File: src/sv/imma_pkg.sv
// ----------------------------------------------------------------------------
// imma_pkg: shared types and constants
// Beat layouts, tile types and sizing constants for the int8 tile MAC unit.
// ----------------------------------------------------------------------------
package imma_pkg;

   localparam int DIM_MAX     = 4;   // largest tile edge
   localparam int DATA_W      = 8;
   localparam int PROD_W      = 16;
   localparam int ACC_W       = 32;
   localparam int IDX_W       = 2;   // out_row / out_col width
   localparam int QUEUE_DEPTH = 4;   // power of two
   localparam int QPTR_W      = $clog2(QUEUE_DEPTH);

   // one k-step
   typedef struct packed {
      logic signed [DATA_W-1:0] a_row0;
      logic signed [DATA_W-1:0] a_row1;
      logic signed [DATA_W-1:0] a_row2;
      logic signed [DATA_W-1:0] a_row3;
      logic signed [DATA_W-1:0] b_col0;
      logic signed [DATA_W-1:0] b_col1;
      logic signed [DATA_W-1:0] b_col2;
      logic signed [DATA_W-1:0] b_col3;
      logic                     first_step;
      logic                     last_step;
   } req_type;

   // one tile sum
   typedef struct packed {
      logic [IDX_W-1:0]        out_row;
      logic [IDX_W-1:0]        out_col;
      logic signed [ACC_W-1:0] sum_value;
      logic                    last_result;
   } rsp_type;

   typedef logic [DIM_MAX-1:0][DIM_MAX-1:0][ACC_W-1:0] tile_type;

   // front -> back
   typedef struct packed {
      logic    valid;
      logic    is_last;  // step closes the tile
      req_type beat;
   } step_type;

   // back -> drain
   typedef struct packed {
      logic     load;
      tile_type tile;
   } snap_type;

   function automatic int clamp_dim(input int d);
      return (d > DIM_MAX) ? DIM_MAX : d;
   endfunction

endpackage

File: src/sv/imma_front.sv
// ----------------------------------------------------------------------------
// imma_front: input queue
// Takes k-step beats, tags closing steps and buffers them for the MAC back end.
// ----------------------------------------------------------------------------
module imma_front (
   input  logic             clock,
   input  logic             reset,
   input  logic             push,
   output logic             full,
   input  imma_pkg::req_type req_data,
   output imma_pkg::step_type step,
   input  logic             step_pull
);
   import imma_pkg::*;

   req_type           mem_ff [QUEUE_DEPTH];
   logic [QPTR_W-1:0] wr_ptr_ff, wr_ptr_in;
   logic [QPTR_W-1:0] rd_ptr_ff, rd_ptr_in;
   logic [QPTR_W:0]   count_ff, count_in;
   logic              do_push, do_pop;

   assign full    = (count_ff == (QPTR_W+1)'(QUEUE_DEPTH));
   assign do_push = push && !full;
   assign do_pop  = step_pull && (count_ff != '0);

   assign step.valid   = (count_ff != '0);
   assign step.beat    = mem_ff[rd_ptr_ff];
   assign step.is_last = mem_ff[rd_ptr_ff].last_step;

   always_comb begin
      wr_ptr_in = do_push ? wr_ptr_ff + 1'b1 : wr_ptr_ff;
      rd_ptr_in = do_pop  ? rd_ptr_ff + 1'b1 : rd_ptr_ff;
      count_in  = count_ff;
      if (do_push && !do_pop) begin
         count_in = count_ff + 1'b1;
      end else if (do_pop && !do_push) begin
         count_in = count_ff - 1'b1;
      end
   end

   always_ff @(posedge clock) begin
      if (reset) begin
         wr_ptr_ff <= '0;
         rd_ptr_ff <= '0;
         count_ff  <= '0;
      end else begin
         wr_ptr_ff <= wr_ptr_in;
         rd_ptr_ff <= rd_ptr_in;
         count_ff  <= count_in;
      end
   end

   always_ff @(posedge clock) begin
      if (do_push) begin
         mem_ff[wr_ptr_ff] <= req_data;
      end
   end

endmodule

File: config.mk
export PLATFORM = sky130hd
export DESIGN_NAME = imma_front
export DESIGN_NICKNAME = d
export VERILOG_FILES = /design/src/sv/imma_pkg.sv /design/src/sv/imma_front.sv
export SDC_FILE = /design/constraint.sdc
export NUM_CORES = 1
export LEC_CHECK = 0
export BUFFER_PORTS_ARGS = -buffer_cell sky130_fd_sc_hd__buf_2
export CELL_PAD_IN_SITES_DETAIL_PLACEMENT = 0
export CELL_PAD_IN_SITES_GLOBAL_PLACEMENT = 1
export CORE_MARGIN = 2
export CORE_UTILIZATION = 30
export DETAILED_ROUTE_END_ITERATION = 7
export PLACE_DENSITY_LB_ADDON = 0.1
export SYNTH_ARGS = -nofsm -noshare
export SYNTH_HDL_FRONTEND = slang
export SYNTH_SLANG_ARGS = --single-unit
File: constraint.sdc
create_clock -name clock -period 3.6 [get_ports clock]
set_clock_uncertainty 0.15 [all_clocks]
set_input_delay 0.18 -clock clock [delete_from_list [all_inputs] [get_ports clock]]
set_output_delay 0.18 -clock clock [all_outputs]
set_load 0.02 [all_outputs]
==> results.txt <==
----------------------------------------------------
[Critical path]
  Worst endpoint required time ... 3270 ps
  Arrival time worst endpoint ... 2420 ps
  Nature of the critical path endpoint ... primary output
  Critical Path Fanout Max ... 42
  Delay of the slowest cell on the worst path ... 660 ps
  Worst reg2reg path depth ... 8
  Type of element launching the critical path ... flop
  Slowest cell on crit path ... sky130_fd_sc_hd__dfxtp_4
  Crit-path cells ... buf_12, mux4_2, buf_2
  Kind of critical path ... flop to primary output

[Outcome]
  Run status ... completed

[Timing]
  Final setup vio count ... 0
  Part of the cycle the worst path needs ... 76.5%
  Final hold viol count ... 0
  Worst slew pin tran ... 572 ps
  Worst Slack Setup Final ... 847 ps
  Sum of negative setup slack ... 0 ps
  Worst relative slew slack ... 61.4%
  Count of final max-slew check failures ... 0
  Maximum frequency from static timing analysis ... 0.363 GHz
  Unrepaired setup endpoints after global routing ... false
  Min cycle time layout ... 2750 ps

[Logic synthesis]
  Async S/R FF share, synth ... 0%
  Post-Synthesis Net Count ... 469
  Sequential share of the synthesized area ... 81.2%
  Synthesis-stage register bit count ... 273
  Yosys top cell area share ... 79.4%
  Post-synth cell types ... 21
  Leading cell type by number of instances after synthesis ... sky130_fd_sc_hd__edfxtp_1
  Top area cells in the synthesized netlist ... sky130_fd_sc_hd__edfxtp_1 79%, sky130_fd_sc_hd__mux4_2 15%, sky130_fd_sc_hd__dfxtp_1 1.8%, sky130_fd_sc_hd__ha_1 0.63%, sky130_fd_sc_hd__buf_6 0.56%
  Post-synth top area cell ... sky130_fd_sc_hd__edfxtp_1
  Number of enable-type register cells in the synthesized netlist ... 264
  Cell area after synthesis ... 9990 sq um
  Most numerous cell types in the synthesized netlist ... 264 x sky130_fd_sc_hd__edfxtp_1, 66 x sky130_fd_sc_hd__mux4_2, 9 x sky130_fd_sc_hd__dfxtp_1, 6 x sky130_fd_sc_hd__nor2_1
  Cells after Synth ... 393
  Warnings, synthesis ... 0
  Synthesized area per cell ... 25.4 sq um
  Flip-flop cell with the highest count after synthesis ... sky130_fd_sc_hd__edfxtp_1

[Power]
  Maximum ir drop on the vdd rail ... 0.000432 V
  Pleak ... 4.36 nW
  Power per Cell Area ... 706 nW/um^2

[Route]
  DRC ... 0
  Number of DRC markers in iteration 0 ... 292
  Drt pass-1 iters ... 4
  Total Wirelength ... 20300 microns
  Post-route ant nets ... 0
  Vias ... 4777
  Routed length per placed instance ... 18.6 microns
  Via/cell ratio ... 4.38

[Die]
  Initial Util ... 30.5%
  Placeable core region ... 32700 sq um
  Die area ... 34800 sq um
  Die boundary height ... 186 microns
  Floorplan die width ... 186 microns
  Count of boundary I/O pins ... 139
  Floorplan row count ... 66

[Hold path]
  Class of the most critical hold timing path ... primary input to flop
  Depth of the worst hold-timing path ... 2

[Global route]
  Via count of the first global-routing pass ... 5318
  Initial antenna violation count ... 0
  All-Layer GR Usage ... 11.7%
  Pin count of the biggest net entering global routing ... 48
  Global-route wire length before repair ... 31200 microns
  Congestion Overflow GR ... 0

[Clock tree]
  Cts repair resizes ... 0
  Setup fix buffers added after clock tree synthesis ... 0
  CTS sink count ... 273
  Clock root buffer ... sky130_fd_sc_hd__clkbuf_16
  TritonCTS buffer count ... 30
  Clock slew at reported path FFs ... 60 ps
  Hold bufs inserted after CTS ... 70
  Clock tree buffer depth ... 3
  Clock tree from TritonCTS ... done
  Worst-Skew Late Latency ... 530 ps
  Level count of the clock H-tree ... 1

[Placement]
  RePlAce Congestion ... 0.679
  Count of input and output buffers ... 138
  Dpl ws ... 991 ps
  Total cell area at the placement stage ... 11300 sq um
  Placed Cells ... 965
  HPWL reported at the end of detailed placement ... 11700 microns

[Final layout]
  Synth-to-layout area growth ... 29.5%
  Final core utilization ... 39.6%
  Fraction of final layout cells sized beyond drive strength 1 ... 40.4%
  Fillers ... 3017
  Net count of the finished layout ... 701
  Post-route non-filler standard cell count ... 1090
  Count of antenna diodes in the layout ... 0
  Post-route standard cell area excluding fillers ... 12900 sq um

[Job]
  Max cap viols ... 0

----------------------------------------------------
[critical path, delay by kind of cell (launching register included)]
family,cells,cell delay [ps]
multiplexers,1,610
flip-flops,1,660
buffers and inverters,2,600
[worst paths after layout]
path | from | slack [ps] | endpoint
worst min-delay path | req_data[7] | 240 | mem_ff[3][7]$_DFFE_PP_
worst min register to register | wr_ptr_ff[1]$_SDFFE_PP0P_ | 370 | wr_ptr_ff[1]$_SDFFE_PP0P_
worst max-delay path | flop | 850 | step[42]
worst max register to register | count_ff[0]$_SDFFE_PP0P_ | 1020 | count_ff[2]$_SDFFE_PP0P_
[per-stage QoR]
stage	total power [mW]	hold WS, ps
6_report	9.13	245
5_1_grt	9.60	215
4_1_cts	9.33	215
3_5_place_dp	6.29	246
3_3_place_gp	6.26	241
2_1_floorplan	5.54	129
[cell type report]
type	instances	area, sq um	area share [%]
clock buffer	34	787	6.08
inverter	4	15.0	0.116
clock inverter	21	175	1.35
tap	442	553	4.28
sequential	273	8120	62.7
multi-input combinational	100	1760	13.6
timing repair buffer	216	1530	11.8
[where the power goes]
part / total, mW / internal [mW] / leakage (nW) / switching, mW
combinational: 2.21 / 0.982 / 1.39 / 1.23
sequential: 3.99 / 3.82 / 2.49 / 0.167
clock: 2.93 / 1.77 / 0.474 / 1.16
[logic make-up after synthesis]
family	Yosys count	synth area share, %
simple gates	16	0.914
mux	68	15.1
compound gates	6	0.363
fa+ha+maj	6	0.827
flops	273	81.2
xor+xnor	4	0.351
buf+inv	20	1.30
[per-layer routing]
metal / part of all wire (%) / track usage (%) / vias up
met5: 0 / 0 / -
met4: 1.4 / 2.63 / 0
met3: 5.9 / 3.27 / 26
met2: 49 / 19.7 / 122
met1: 44 / 15.3 / 2487
li1: - / - / 2142
[sequential cells by signal, indices dropped and copies added (netlist names), named ones only]
name / cells
mem_ff: 264
rd_ptr_ff: 2
wr_ptr_ff: 2
count_ff: 3
[placed cells by master, fill, tap and decap left out, types with 2 or more instances in the layout]
| cell | Yosys | layout |
|---|---|---|
| sky130_fd_sc_hd__or3_1 | 3 | 3 |
| sky130_fd_sc_hd__ha_1 | 5 | 5 |
| sky130_fd_sc_hd__nor2_1 | 6 | 6 |
| sky130_fd_sc_hd__nand2b_1 | 2 | 2 |
| sky130_fd_sc_hd__clkbuf_1 | 3 | 3 |
| sky130_fd_sc_hd__bufinv_16 | 0 | 3 |
| sky130_fd_sc_hd__clkinv_1 | 0 | 9 |
| sky130_fd_sc_hd__buf_4 | 3 | 2 |
| sky130_fd_sc_hd__o21ai_0 | 2 | 2 |
| sky130_fd_sc_hd__buf_12 | 0 | 6 |
| sky130_fd_sc_hd__dlygate4sd3_1 | 0 | 70 |
| sky130_fd_sc_hd__dfxtp_1 | 9 | 7 |
| sky130_fd_sc_hd__clkbuf_16 | 0 | 31 |
| sky130_fd_sc_hd__mux4_2 | 66 | 66 |
| sky130_fd_sc_hd__buf_2 | 5 | 138 |
| sky130_fd_sc_hd__a21oi_1 | 2 | 2 |
| sky130_fd_sc_hd__inv_1 | 4 | 4 |
| sky130_fd_sc_hd__mux2i_1 | 2 | 2 |
| sky130_fd_sc_hd__clkinv_2 | 0 | 7 |
| sky130_fd_sc_hd__and2_4 | 0 | 4 |
| sky130_fd_sc_hd__xor2_1 | 4 | 4 |
| sky130_fd_sc_hd__edfxtp_1 | 264 | 264 |
| sky130_fd_sc_hd__dfxtp_4 | 0 | 2 |
Note: power is estimated with default switching activity, not from simulation.
